**config.mk**
```make
export PLATFORM = sky130hd
export DESIGN_NAME = expiring_entry_select_buffer
export DESIGN_NICKNAME = d
export VERILOG_FILES = /design/src/hdl/eesb_pkg.sv /design/src/hdl/eesb_ram.sv /design/src/hdl/eesb_cfg.sv /design/src/hdl/expiring_entry_select_buffer.sv
export VERILOG_INCLUDE_DIRS = /design/src /design/src/hdl
export SDC_FILE = /design/constraint.sdc
export NUM_CORES = 1
export LEC_CHECK = 0
export BUFFER_PORTS_ARGS = -buffer_cell sky130_fd_sc_hd__buf_2
export CELL_PAD_IN_SITES_DETAIL_PLACEMENT = 2
export CELL_PAD_IN_SITES_GLOBAL_PLACEMENT = 2
export CORE_ASPECT_RATIO = 1.2
export CORE_UTILIZATION = 40
export DETAILED_ROUTE_END_ITERATION = 8
export HOLD_SLACK_MARGIN = 0.02
export PLACE_DENSITY = 0.75
export SLEW_MARGIN = 20
export SYNTH_ARGS = -nofsm -noshare
export SYNTH_HDL_FRONTEND = slang
export SYNTH_SLANG_ARGS = --single-unit
```
**constraint.sdc**
```tcl
create_clock -name clk -period 11.95 [get_ports clk]
set_input_delay 2.39 -clock clk [delete_from_list [all_inputs] [get_ports clk]]
set_output_delay 2.39 -clock clk [all_outputs]
set_load 0.1 [all_outputs]
```
**src/hdl/assert_macros.svh**
```systemverilog
// ----------------------------------------------------------------------------
// assertion macros
// shared concurrent assertion wrappers, compiled out when SYNTH is defined
// ----------------------------------------------------------------------------
`ifndef ASSERT_MACROS_SVH
`define ASSERT_MACROS_SVH

`ifndef SYNTH

`define ASSERT_ALWAYS(lbl, clk, rst_n, cond, msg) \
	lbl: assert property (@(posedge clk) disable iff (!rst_n) (cond)) else $error(msg);

`define ASSERT_IMPLIES(lbl, clk, rst_n, ante, cons, msg) \
	lbl: assert property (@(posedge clk) disable iff (!rst_n) (ante) |-> (cons)) \
		else $error(msg);

`define ASSERT_NEXT(lbl, clk, rst_n, ante, cons, msg) \
	lbl: assert property (@(posedge clk) disable iff (!rst_n) (ante) |=> (cons)) \
		else $error(msg);

`else

`define ASSERT_ALWAYS(lbl, clk, rst_n, cond, msg)
`define ASSERT_IMPLIES(lbl, clk, rst_n, ante, cons, msg)
`define ASSERT_NEXT(lbl, clk, rst_n, ante, cons, msg)

`endif

`endif

```
**src/hdl/eesb_pkg.sv**
```systemverilog
// ----------------------------------------------------------------------------
// eesb_pkg
// shared types and codes of the expiring entry select buffer
// ----------------------------------------------------------------------------
`timescale 1ns / 1ps

package eesb_pkg;

	localparam int BUFFER_DEPTH_DEF = 16;

	localparam int CMD_W    = 2;
	localparam int TIME_W   = 32;
	localparam int TAG_W    = 8;
	localparam int KIND_W   = 3;
	localparam int PRIO_W   = 8;
	localparam int POL_W    = 3;
	localparam int OIDX_W   = 4;
	localparam int APB_DW   = 32;
	localparam int APB_AW   = 3;
	localparam int REG_IDX_W = 1;

	localparam logic [CMD_W-1:0] CMD_CLEAR  = 2'd0;
	localparam logic [CMD_W-1:0] CMD_PUSH   = 2'd1;
	localparam logic [CMD_W-1:0] CMD_SELECT = 2'd2;

	localparam logic [POL_W-1:0] POL_FIRST_LIVE = 3'd0;
	localparam logic [POL_W-1:0] POL_LAST_LIVE  = 3'd1;
	localparam logic [POL_W-1:0] POL_FIRST      = 3'd2;
	localparam logic [POL_W-1:0] POL_LAST       = 3'd3;
	localparam logic [POL_W-1:0] POL_HIGH_PRIO  = 3'd4;

	localparam logic [REG_IDX_W-1:0] REG_POLICY = 1'd0;
	localparam logic [REG_IDX_W-1:0] REG_ENABLE = 1'd1;

	typedef struct packed {
		logic [POL_W-1:0] policy;
		logic             enable;
	} cfg_t;

	typedef struct packed {
		logic [TAG_W-1:0]  tag;
		logic [KIND_W-1:0] kind;
		logic [PRIO_W-1:0] prio;
		logic [TIME_W-1:0] push_time;
		logic [TIME_W-1:0] lifetime;
	} entry_t;

endpackage

```
**src/hdl/eesb_ram.sv**
```systemverilog
// ----------------------------------------------------------------------------
// eesb_ram
// generic single write port, single read port ram with registered read
// ----------------------------------------------------------------------------
`timescale 1ns / 1ps

module eesb_ram #(
	parameter int WIDTH = 8,
	parameter int DEPTH = 16
) (
	input  logic                     clk,
	input  logic                     we,
	input  logic [$clog2(DEPTH)-1:0] waddr,
	input  logic [WIDTH-1:0]         wdata,
	input  logic                     re,
	input  logic [$clog2(DEPTH)-1:0] raddr,
	output logic [WIDTH-1:0]         rdata
);

	logic [WIDTH-1:0] mem [DEPTH];

	always_ff @(posedge clk) begin
		if (we) begin
			mem[waddr] <= wdata;
		end
		if (re) begin
			rdata <= mem[raddr];
		end
	end

endmodule

```
**src/hdl/eesb_cfg.sv**
```systemverilog
// ----------------------------------------------------------------------------
// eesb_cfg
// apb register file holding the select policy and the capture enable
// ----------------------------------------------------------------------------
`timescale 1ns / 1ps

module eesb_cfg (
	input  logic                          clk,
	input  logic                          arst_n,
	input  logic                          psel,
	input  logic                          penable,
	input  logic                          pwrite,
	input  logic [eesb_pkg::APB_AW-1:0]   paddr,
	input  logic [eesb_pkg::APB_DW-1:0]   pwdata,
	output logic [eesb_pkg::APB_DW-1:0]   prdata,
	output logic                          pready,
	output eesb_pkg::cfg_t                cfg
);

	logic [eesb_pkg::REG_IDX_W-1:0] reg_idx;
	logic                           wr;
	logic [eesb_pkg::POL_W-1:0]     policy_q;
	logic                           enable_q;

	assign reg_idx = paddr[eesb_pkg::APB_AW-1:2];
	assign wr      = psel && penable && pwrite;
	assign pready  = 1'b1;

	always_ff @(posedge clk or negedge arst_n) begin
		if (!arst_n) begin
			policy_q <= eesb_pkg::POL_HIGH_PRIO;
			enable_q <= 1'b1;
		end else if (wr) begin
			case (reg_idx)
				eesb_pkg::REG_POLICY: begin
					policy_q <= pwdata[eesb_pkg::POL_W-1:0];
				end
				eesb_pkg::REG_ENABLE: begin
					enable_q <= pwdata[0];
				end
				default: begin
				end
			endcase
		end
	end

	always_comb begin
		case (reg_idx)
			eesb_pkg::REG_POLICY: prdata = eesb_pkg::APB_DW'(policy_q);
			eesb_pkg::REG_ENABLE: prdata = eesb_pkg::APB_DW'(enable_q);
			default:              prdata = '0;
		endcase
	end

	assign cfg.policy = policy_q;
	assign cfg.enable = enable_q;

endmodule

```
**src/hdl/expiring_entry_select_buffer.sv**
```systemverilog
// ----------------------------------------------------------------------------
// expiring_entry_select_buffer
// entry buffer in ram with clear, push and policy driven select
// ----------------------------------------------------------------------------
// A clear, a push or an unused command is taken at once and its result
// word is strobed on done in the next cycle; busy stays low, so these can be
// issued back to back. A select walks the stored entries through the entry
// ram, one read a cycle, until the whole buffer is scanned or a first or
// last policy hits early; when disabled or empty its result word comes in
// the next cycle like a push. busy is high for the scan. Result words are
// shown for one cycle only and cannot be held off by the receiver.
`timescale 1ns / 1ps
`include "assert_macros.svh"

module expiring_entry_select_buffer #(
	parameter int BUFFER_DEPTH = eesb_pkg::BUFFER_DEPTH_DEF
) (
	input  logic                          clk,
	input  logic                          arst_n,
	input  logic                          psel,
	input  logic                          penable,
	input  logic                          pwrite,
	input  logic [eesb_pkg::APB_AW-1:0]   paddr,
	input  logic [eesb_pkg::APB_DW-1:0]   pwdata,
	output logic [eesb_pkg::APB_DW-1:0]   prdata,
	output logic                          pready,
	input  logic                          start,
	output logic                          busy,
	input  logic [eesb_pkg::CMD_W-1:0]    command,
	input  logic [eesb_pkg::TIME_W-1:0]   now_ticks,
	input  logic [eesb_pkg::TAG_W-1:0]    entry_tag,
	input  logic [eesb_pkg::KIND_W-1:0]   entry_kind,
	input  logic [eesb_pkg::PRIO_W-1:0]   entry_priority,
	input  logic [eesb_pkg::TIME_W-1:0]   entry_lifetime,
	output logic                          done,
	output logic                          accepted,
	output logic                          overflow,
	output logic                          found,
	output logic [eesb_pkg::OIDX_W-1:0]   found_index,
	output logic [eesb_pkg::TAG_W-1:0]    found_tag,
	output logic [eesb_pkg::KIND_W-1:0]   found_kind,
	output logic [eesb_pkg::PRIO_W-1:0]   found_priority
);

	localparam int IDX_W = $clog2(BUFFER_DEPTH);
	localparam int CNT_W = $clog2(BUFFER_DEPTH + 1);

	localparam logic ST_IDLE = 1'b0;
	localparam logic ST_SCAN = 1'b1;

	eesb_pkg::cfg_t   cfg;
	eesb_pkg::entry_t wr_data;
	eesb_pkg::entry_t rd_data;

	logic                          state_q;
	logic [CNT_W-1:0]              fill_q;
	logic                          take;
	logic                          full;
	logic                          wr_en;
	logic                          rd_en;

	logic [eesb_pkg::TIME_W-1:0]   now_q;
	logic                          asc_q;
	logic                          stop_q;
	logic                          any_q;
	logic [CNT_W-1:0]              rem_q;
	logic [IDX_W-1:0]              addr_q;
	logic                          valid_s1;
	logic [IDX_W-1:0]              idx_s1;

	logic                          best_found_q;
	logic [IDX_W-1:0]              best_idx_q;
	logic [eesb_pkg::TAG_W-1:0]    best_tag_q;
	logic [eesb_pkg::KIND_W-1:0]   best_kind_q;
	logic [eesb_pkg::PRIO_W-1:0]   best_prio_q;

	logic [eesb_pkg::TIME_W-1:0]   age;
	logic                          live;
	logic                          hit;
	logic                          better;
	logic                          scan_end;
	logic                          pol_last;
	logic                          pol_any;
	logic                          pol_stop;

	logic                          emit;
	logic                          e_acc;
	logic                          e_ovf;
	logic                          e_fnd;
	logic [eesb_pkg::OIDX_W-1:0]   e_idx;
	logic [eesb_pkg::TAG_W-1:0]    e_tag;
	logic [eesb_pkg::KIND_W-1:0]   e_kind;
	logic [eesb_pkg::PRIO_W-1:0]   e_prio;

	logic                          done_q;
	logic                          acc_q;
	logic                          ovf_q;
	logic                          fnd_q;
	logic [eesb_pkg::OIDX_W-1:0]   fidx_q;
	logic [eesb_pkg::TAG_W-1:0]    ftag_q;
	logic [eesb_pkg::KIND_W-1:0]   fkind_q;
	logic [eesb_pkg::PRIO_W-1:0]   fprio_q;

	eesb_cfg u_cfg (
		.clk     (clk),
		.arst_n  (arst_n),
		.psel    (psel),
		.penable (penable),
		.pwrite  (pwrite),
		.paddr   (paddr),
		.pwdata  (pwdata),
		.prdata  (prdata),
		.pready  (pready),
		.cfg     (cfg)
	);

	eesb_ram #(
		.WIDTH ($bits(eesb_pkg::entry_t)),
		.DEPTH (BUFFER_DEPTH)
	) u_ram (
		.clk   (clk),
		.we    (wr_en),
		.waddr (fill_q[IDX_W-1:0]),
		.wdata (wr_data),
		.re    (rd_en),
		.raddr (addr_q),
		.rdata (rd_data)
	);

	assign busy  = (state_q == ST_SCAN);
	assign take  = start && !busy;
	assign full  = (fill_q == CNT_W'(BUFFER_DEPTH));
	assign wr_en = take && (command == eesb_pkg::CMD_PUSH) && cfg.enable && !full;
	assign rd_en = (state_q == ST_SCAN) && (rem_q != '0);

	assign wr_data.tag       = entry_tag;
	assign wr_data.kind      = entry_kind;
	assign wr_data.prio      = entry_priority;
	assign wr_data.push_time = now_ticks;
	assign wr_data.lifetime  = entry_lifetime;

	// policy decode, unused codes act as highest priority live
	assign pol_last = (cfg.policy == eesb_pkg::POL_LAST_LIVE) ||
		(cfg.policy == eesb_pkg::POL_LAST);
	assign pol_any  = (cfg.policy == eesb_pkg::POL_FIRST) ||
		(cfg.policy == eesb_pkg::POL_LAST);
	assign pol_stop = pol_any || (cfg.policy == eesb_pkg::POL_FIRST_LIVE) ||
		(cfg.policy == eesb_pkg::POL_LAST_LIVE);

	// liveness with wrapping age
	assign age      = now_q - rd_data.push_time;
	assign live     = (rd_data.lifetime == '0) || (age <= rd_data.lifetime);
	assign hit      = valid_s1 && (any_q || live);
	assign better   = valid_s1 && live && (rd_data.prio >= best_prio_q);
	assign scan_end = (rem_q == '0) && !valid_s1;

	always_comb begin
		emit   = 1'b0;
		e_acc  = 1'b0;
		e_ovf  = 1'b0;
		e_fnd  = 1'b0;
		e_idx  = '0;
		e_tag  = '0;
		e_kind = '0;
		e_prio = '0;
		case (state_q)
			ST_IDLE: begin
				if (take) begin
					case (command)
						eesb_pkg::CMD_CLEAR: begin
							emit  = 1'b1;
							e_acc = 1'b1;
						end
						eesb_pkg::CMD_PUSH: begin
							emit  = 1'b1;
							e_acc = cfg.enable && !full;
							e_ovf = cfg.enable && full;
						end
						eesb_pkg::CMD_SELECT: begin
							emit = !cfg.enable || (fill_q == '0);
						end
						default: begin
							emit = 1'b1;
						end
					endcase
				end
			end
			ST_SCAN: begin
				if (stop_q && hit) begin
					emit   = 1'b1;
					e_fnd  = 1'b1;
					e_idx  = eesb_pkg::OIDX_W'(idx_s1);
					e_tag  = rd_data.tag;
					e_kind = rd_data.kind;
					e_prio = rd_data.prio;
				end else if (scan_end) begin
					emit = 1'b1;
					if (best_found_q) begin
						e_fnd  = 1'b1;
						e_idx  = eesb_pkg::OIDX_W'(best_idx_q);
						e_tag  = best_tag_q;
						e_kind = best_kind_q;
						e_prio = best_prio_q;
					end
				end
			end
			default: begin
			end
		endcase
	end

	always_ff @(posedge clk or negedge arst_n) begin
		if (!arst_n) begin
			state_q  <= ST_IDLE;
			fill_q   <= '0;
			valid_s1 <= 1'b0;
			done_q   <= 1'b0;
		end else begin
			done_q   <= emit;
			valid_s1 <= rd_en;
			case (state_q)
				ST_IDLE: begin
					if (take) begin
						if (command == eesb_pkg::CMD_CLEAR) begin
							fill_q <= '0;
						end else if (wr_en) begin
							fill_q <= fill_q + CNT_W'(1);
						end else if ((command == eesb_pkg::CMD_SELECT) && cfg.enable &&
							(fill_q != '0)) begin
							state_q <= ST_SCAN;
						end
					end
				end
				ST_SCAN: begin
					if (emit) begin
						state_q <= ST_IDLE;
					end
				end
				default: begin
					state_q <= ST_IDLE;
				end
			endcase
		end
	end

	always_ff @(posedge clk) begin
		idx_s1 <= addr_q;
		if (take) begin
			now_q        <= now_ticks;
			asc_q        <= !pol_last;
			stop_q       <= pol_stop;
			any_q        <= pol_any;
			rem_q        <= fill_q;
			addr_q       <= pol_last ? IDX_W'(fill_q - CNT_W'(1)) : '0;
			best_found_q <= 1'b0;
			best_prio_q  <= '0;
		end else begin
			if (rd_en) begin
				rem_q  <= rem_q - CNT_W'(1);
				addr_q <= asc_q ? addr_q + IDX_W'(1) : addr_q - IDX_W'(1);
			end
			if ((state_q == ST_SCAN) && !stop_q && better) begin
				best_found_q <= 1'b1;
				best_idx_q   <= idx_s1;
				best_tag_q   <= rd_data.tag;
				best_kind_q  <= rd_data.kind;
				best_prio_q  <= rd_data.prio;
			end
		end
		if (emit) begin
			acc_q   <= e_acc;
			ovf_q   <= e_ovf;
			fnd_q   <= e_fnd;
			fidx_q  <= e_idx;
			ftag_q  <= e_tag;
			fkind_q <= e_kind;
			fprio_q <= e_prio;
		end
	end

	assign done           = done_q;
	assign accepted       = acc_q;
	assign overflow       = ovf_q;
	assign found          = fnd_q;
	assign found_index    = fidx_q;
	assign found_tag      = ftag_q;
	assign found_kind     = fkind_q;
	assign found_priority = fprio_q;

	`ASSERT_ALWAYS(a_fill_bound, clk, arst_n, fill_q <= CNT_W'(BUFFER_DEPTH), "fill count above depth")
	`ASSERT_IMPLIES(a_no_write_in_scan, clk, arst_n, wr_en, state_q == ST_IDLE, "ram write during scan")
	`ASSERT_IMPLIES(a_done_not_busy, clk, arst_n, done, !busy, "result word while scanning")
	`ASSERT_IMPLIES(a_result_exclusive, clk, arst_n, done, !(found && (accepted || overflow)), "select and push flags mixed")
	`ASSERT_NEXT(a_read_from_scan, clk, arst_n, rd_en, valid_s1, "read data not tracked")

endmodule

```
; Word-level counts from Yosys, hierarchy flattened
; Memories as Yosys holds them, arrays and structs flattened. A register that Yosys moved wholly into a read port is not among the register bits.
; Cells that the tools add are included.
[classes]
n_addsub = 6
order_cmp = 2
eq_ne = 6
n_mux = 38
n_bitwise = 4
n_reduce_logical = 46
[op_table]
columns = cell, count
row1 = 32-bit one-hot mux with 2 select lines, 1
row2 = 8-bit two-way mux, 6
row3 = 32-bit less-or-equal comparator, 1
row4 = 32-bit zero test, 1
row5 = 32-bit subtractor, 1
row6 = 4-bit two-way mux, 7
row7 = 5-bit two-way mux, 4
row8 = 1-bit logical AND, 18
row9 = 1-bit two-way mux, 14
row10 = 5-bit zero test, 2
row11 = 5-bit nonzero test, 2
row12 = 3-bit two-way mux, 3
row13 = 8-bit greater-or-equal comparator, 1
row14 = "4-bit by 1-bit subtractor with 4-bit output, second input constant", 2
row15 = 1-bit logical OR, 7
row16 = "3-bit by 2-bit equality test with 1-bit output, second input constant", 2
row17 = 1-bit zero test, 6
row18 = 1-bit one-hot mux with 2 select lines, 3
row19 = 2-bit AND reduction, 3
row20 = "5-bit by 1-bit adder with 5-bit output, second input constant", 1
row21 = "5-bit equality test, second input constant", 1
row22 = "5-bit by 1-bit subtractor with 5-bit output, second input constant", 1
row23 = "4-bit by 1-bit adder with 4-bit output, second input constant", 1
row24 = 1-bit inverter, 4
row25 = other kinds (9), 10
[totals]
ff_bits = 110
mem_bits_rw = 1328
output_inout_bits = 61
elab_cells = 128
mem_count = 1
[mem_list]
columns = name, depth, width, rd, rd_clocked_by_memory_dff, write_ports, line
row1 = u_ram.mem, 16, 83, 1, 1, 1, eesb_ram.sv:20  ; logic [WIDTH-1:0] mem [DEPTH];

; Depth between registers and ports, before layout
[depth]
depth_word = 10
depth_mapped = 23

; Modules after synthesis
; A second synthesis with hierarchy kept.
[hier_totals]
cells_unflattened = 2813
area_unflattened_um2 = 59275.6
[modules_own_cells]
columns = module, instances, cells_each, area_per_inst_um2, seq_area_each_um2
row1 = eesb_ram, 1, 2129, 52137.5, 42370.6
row2 = expiring_entry_select_buffer, 1, 638, 6680.2, 3012.9
row3 = eesb_cfg, 1, 46, 457.9, 102.6

; Worst setup path before layout
; OpenSTA, ideal clock, no wires.
[synth_timing]
kind = input -> register
from = input port start
to = memory u_ram.mem[7][0] in the netlist's numbering (enable)
t_arrival_ps = 6582
t_required_ps = 11425
path_slack_ps = 4843
cell_stages = 6
path_cell_list = nand2b_1 > clkbuf_1 > nor2_1 > and3_1 > nand2_1 > nor2_1
[synth_between]
elab_chain_cells = 6
[synth_rtl]
columns = item, line
row1 = "start, declared", expiring_entry_select_buffer.sv:27  ; input logic start,
row2 = 1-bit logical AND, expiring_entry_select_buffer.sv:131  ; assign take = start && !busy;
row3 = 1-bit logical AND (3 in series), expiring_entry_select_buffer.sv:133  ; assign wr_en = take && (command == eesb_pkg::CMD_PUSH) && cfg.enable && !full;
row4 = 1-bit two-way mux, eesb_ram.sv:23  ; if (we) begin
row5 = 1-bit two-way mux (not written as such), eesb_ram.sv:24  ; mem[waddr] <= wdata;
row6 = "end, declared", eesb_ram.sv:20
; No other way between the ends.

; Worst setup path in the final report
[layout_timing]
from = register u_ram.rdata[32] (read register of u_ram.mem)
to = register ftag_q, in the netlist found_tag[5] (enable)
[layout_between]
elab_chain_cells = 8
[layout_rtl]
columns = item, line
row1 = "start, declared", eesb_ram.sv:17  ; output logic [WIDTH-1:0] rdata
row2 = 32-bit subtractor, expiring_entry_select_buffer.sv:151  ; assign age = now_q - rd_data.push_time;
row3 = 32-bit less-or-equal comparator, expiring_entry_select_buffer.sv:152  ; assign live = (rd_data.lifetime == '0) || (age <= rd_data.lifetime);
row4 = 1-bit logical OR, expiring_entry_select_buffer.sv:152
row5 = 1-bit logical OR, expiring_entry_select_buffer.sv:153  ; assign hit = valid_s1 && (any_q || live);
row6 = 1-bit logical AND, expiring_entry_select_buffer.sv:153
row7 = 1-bit logical AND, expiring_entry_select_buffer.sv:189  ; if (stop_q && hit) begin
row8 = 1-bit two-way mux, expiring_entry_select_buffer.sv:189
row9 = 1-bit one-hot mux with 2 select lines, expiring_entry_select_buffer.sv:166  ; case (state_q)
row10 = via emit, expiring_entry_select_buffer.sv:86  ; logic emit;
row11 = "end signal, assigned", expiring_entry_select_buffer.sv:275  ; ftag_q <= e_tag;
row12 = "end, declared", expiring_entry_select_buffer.sv:100  ; logic [eesb_pkg::TAG_W-1:0] ftag_q;
; The timed path passes the listed nets, and every way through them passes these cells.
; A chain may end at the register's enable or synchronous reset.

==> results.yml <==
status:
  outcome: "completed"
clock_tree:
  path_clk_slew_ns: 0.07
  post_cts_resize_count: 0
  htree_levels: 4
  cts_made_buffers: 148
  clock_latency_ns: 0.81
  cts_hold_buf: 0
  cts_root_buf: "clkbuf_16"
  cts_sinks: 1521
  postCtsSetupBuffers: 0
  tritoncts: "built"
  clock_path_buffers: 3
synthesis:
  yosysWarnings: 0
  yosysSeqAreaShare_pct: 76.71
  syn_inst: 2629
  syn_area_per_cell_sq_um: 22.55
  synth_edf_count: 1496
  netlist_area_sq_mm: 0.05930
  ys_seq_elements: 1521
  synth-main-ff-cell: "edfxtp_1"
  ys_types: 59
  async_flop_share_pct: 0.7890
worst_setup_path:
  end_kind: "register"
  crit_arrival_ns: 7.65
  worstSetupStartpointType: "register"
  critical_path_class: "register to register"
  ff2ff_setup_slack_ns: 4.73
  crit_required_ns: 12.38
  crit_path_max_fanout: 27
sta:
  fin_crit_ns: 7.221
  finalClockSkew_ns: 0.03857
  slew_headroom_pct: 18.03
  slew_viol_final: 0
  final-setup-viol-count: 0
  whs_ns: 0.4549
  rsz0062_at_grt: "false"
  finalSetupTns_ns: 0
  worst_slew_pin_slew_ns: 1.226
  finalCritPeriodShare_pct: 60.43
  setup_ws_ns: 4.729
  finalHoldViolations: 0
  fmax_mhz: 138.5
drt:
  initialDrtViolationCount: 3093
  route.vias.total: 29632
  avgRoutedWirePerCell_um: 37.82
  drt-pass1-iter-count: 5
  viasPerCell: 6.015
  finalWirelength_mm: 186.3
  drc: 0
  ant_nets: 0
min_path:
  hold_class: "register to register"
power_and_ir_drop:
  p_leak_nw: 21.50
  ir_drop_uv: 221.9
  power.density_mw_per_mm2: 238.9
  p_total_mw: 16.06
global_route:
  grt_max_degree: 157
  grt_pass1_vias: 32772
  grt_usage_pct: 24.79
  grt_antenna_before_repair: 31
  grt_pass1_wl_mm: 259.7
  grt-ovfl-total: 0
die:
  die_w_um: 353.5
  chipHeight_um: 423.8
  core_sq_mm: 0.1470
  placementRows: 154
  die-area_sq_mm: 0.1498
  initial_core_util_pct: 40.33
  io_pins: 187
placement:
  post-place-ws_ns: 4.939
  dp_hpwl_mm: 100.3
  placed_cell_area_sq_mm: 0.06238
  io_buffer_count: 125
  gp_congestion: 0.8014
job:
  max_cap_viol_count: 0
layout:
  regArea_sq_mm: 0.04549
  syn_to_final_growth_pct: 13.36
  drive_gt1_share_pct: 28.04
  nFillCells: 12960
  nNetsFinal: 3056
  multiInputGateArea_sq_mm: 0.01308
  fin_area_sq_mm: 0.06722
-- per-stage QoR --
step | utilization (%) | std cells
after CTS | 45.67 | 4913
after global routing | 45.72 | 4924
after detailed placement | 42.43 | 4648
after global placement | 42.43 | 4648
after floorplan | - | 2657
final | 45.72 | 4926
-- worst max-delay path: stages, from the launching register on --
cell       delay, ns
edfxtp_1        0.44
ha_1            0.29
fa_1            0.44
nand2b_1        0.21
a21oi_1         0.39
o2111ai_1       0.26
a21oi_1         0.41
o2111ai_1       0.19
a21oi_1         0.43
a21o_1          0.19
a21oi_1         0.07
xnor2_1         0.21
ha_1            0.31
o21a_1          0.14
o21ai_0         0.32
a211oi_2        0.14
a311oi_1        0.28
o21ai_1         0.20
o211ai_2        0.98
o211ai_1        0.27
a21oi_2         0.24
buf_4           0.41
-- Yosys cell counts (3+ instances only) --
master / count / area [sq um]
inv_1: 87 / 326.6
o21ai_0: 24 / 120.1
xor2_1: 9 / 78.83
o22ai_1: 4 / 25.02
o21a_1: 11 / 82.58
nor3_1: 14 / 70.07
a31oi_1: 5 / 31.28
or2_2: 3 / 18.77
and3_1: 5 / 31.28
nor4_1: 11 / 68.82
nand4_1: 19 / 118.9
nand3_1: 11 / 55.05
or3_1: 3 / 18.77
o31ai_1: 7 / 52.55
a2111oi_0: 3 / 26.28
ha_1: 79 / 988.5
mux4_2: 415 / 9346
mux2_2: 5 / 56.30
o21bai_1: 4 / 30.03
dfrtp_1: 10 / 250.2
a21oi_1: 43 / 215.2
o211ai_1: 5 / 37.54
xnor2_1: 27 / 236.5
buf_4: 31 / 232.7
o21ai_1: 3 / 15.01
a21o_1: 21 / 157.7
nor2_1: 49 / 183.9
buf_1: 31 / 116.4
nand2b_1: 14 / 87.58
buf_2: 8 / 40.04
a22o_1: 24 / 210.2
nand2_1: 29 / 108.9
edfxtp_1: 1496 / 44920
dfxtp_1: 13 / 260.3
nand4b_1: 3 / 26.28
nor2b_1: 9 / 56.30
clkbuf_1: 63 / 236.5
-- registers in the layout, indices dropped and copies added, names as in the netlist, 3 cells and up --
signal	flops
addr_q	4
best_idx_q	4
best_kind_q	3
best_prio_q	8
best_tag_q	8
fill_q	5
found_index	4
found_kind	3
found_priority	8
found_tag	8
idx_s1	4
now_q	32
rem_q	5
u_cfg.policy_q	3
u_ram.mem	1328
u_ram.rdata	83
-- placed cells by master, fill, tap and decap left out, types with 30 or more instances in the layout --
master / netlist / layout
nor2_1: 49 / 33
clkinv_1: 0 / 33
mux4_2: 415 / 415
conb_1: 2 / 30
clkbuf_16: 0 / 154
buf_4: 31 / 46
ha_1: 79 / 79
a21oi_1: 43 / 42
edfxtp_1: 1496 / 1496
inv_1: 87 / 86
buf_2: 8 / 125
clkbuf_1: 63 / 30
-- path summary, 6_finish.rpt --
| path | startpoint | to | cells past startpoint |
|---|---|---|---|
| setup / recovery | u_ram.rdata[32] | found_tag[5] | 21 |
| hold / removal | idx_s1[0] | best_idx_q[0] | 0 |
| setup reg to reg | u_ram.rdata[32] | found_tag[5] | 21 |
| hold reg to reg | idx_s1[0] | best_idx_q[0] | 0 |
| max in group asynchronous | arst_n | u_cfg.policy_q[2] | 1 |
| min in group asynchronous | arst_n | fill_q[1] | 1 |
-- layout make-up --
cell class / count / area share [%]
tap: 1950 / 3.630
timing repair buffer: 177 / 1.621
sequential: 1521 / 67.67
clock inverter: 78 / 1.134
multi-input combinational: 914 / 19.45
inverter: 87 / 0.4858
clock buffer: 187 / 5.962
antenna: 12 / 0.04467
-- where the power goes --
part           total, mW  internal, mW  switching [mW]
clock network       4.81          2.66            2.15
logic               4.77          1.91            2.86
registers           6.47          6.27           0.203
total               16.1          10.8            5.21
-- layer usage --
metal  global-route usage [%]  share of wire, %  vias to the layer above
li1                         -                 -                    11471
met1                    29.59                37                    16382
met2                    44.46                53                     1340
met3                    3.776               5.0                      415
met4                    10.49               4.2                       24
met5                        0             0.076                        -
-- kinds of logic (layout without fill, tap and decap cells) --
group,count (synthesis),count (layout),synth area share [%]
buffers and inverters,222,529,1.644
AO/OA/AOI/OAI,170,170,1.986
XOR/XNOR,36,36,0.5317
AND/OR/NAND/NOR,175,175,1.492
flip-flops,1521,1521,76.71
multiplexers,422,422,15.89
other,2,42,0.01267
adder cells (fa/ha/maj),81,81,1.734
(Power assumes the default switching activity.)
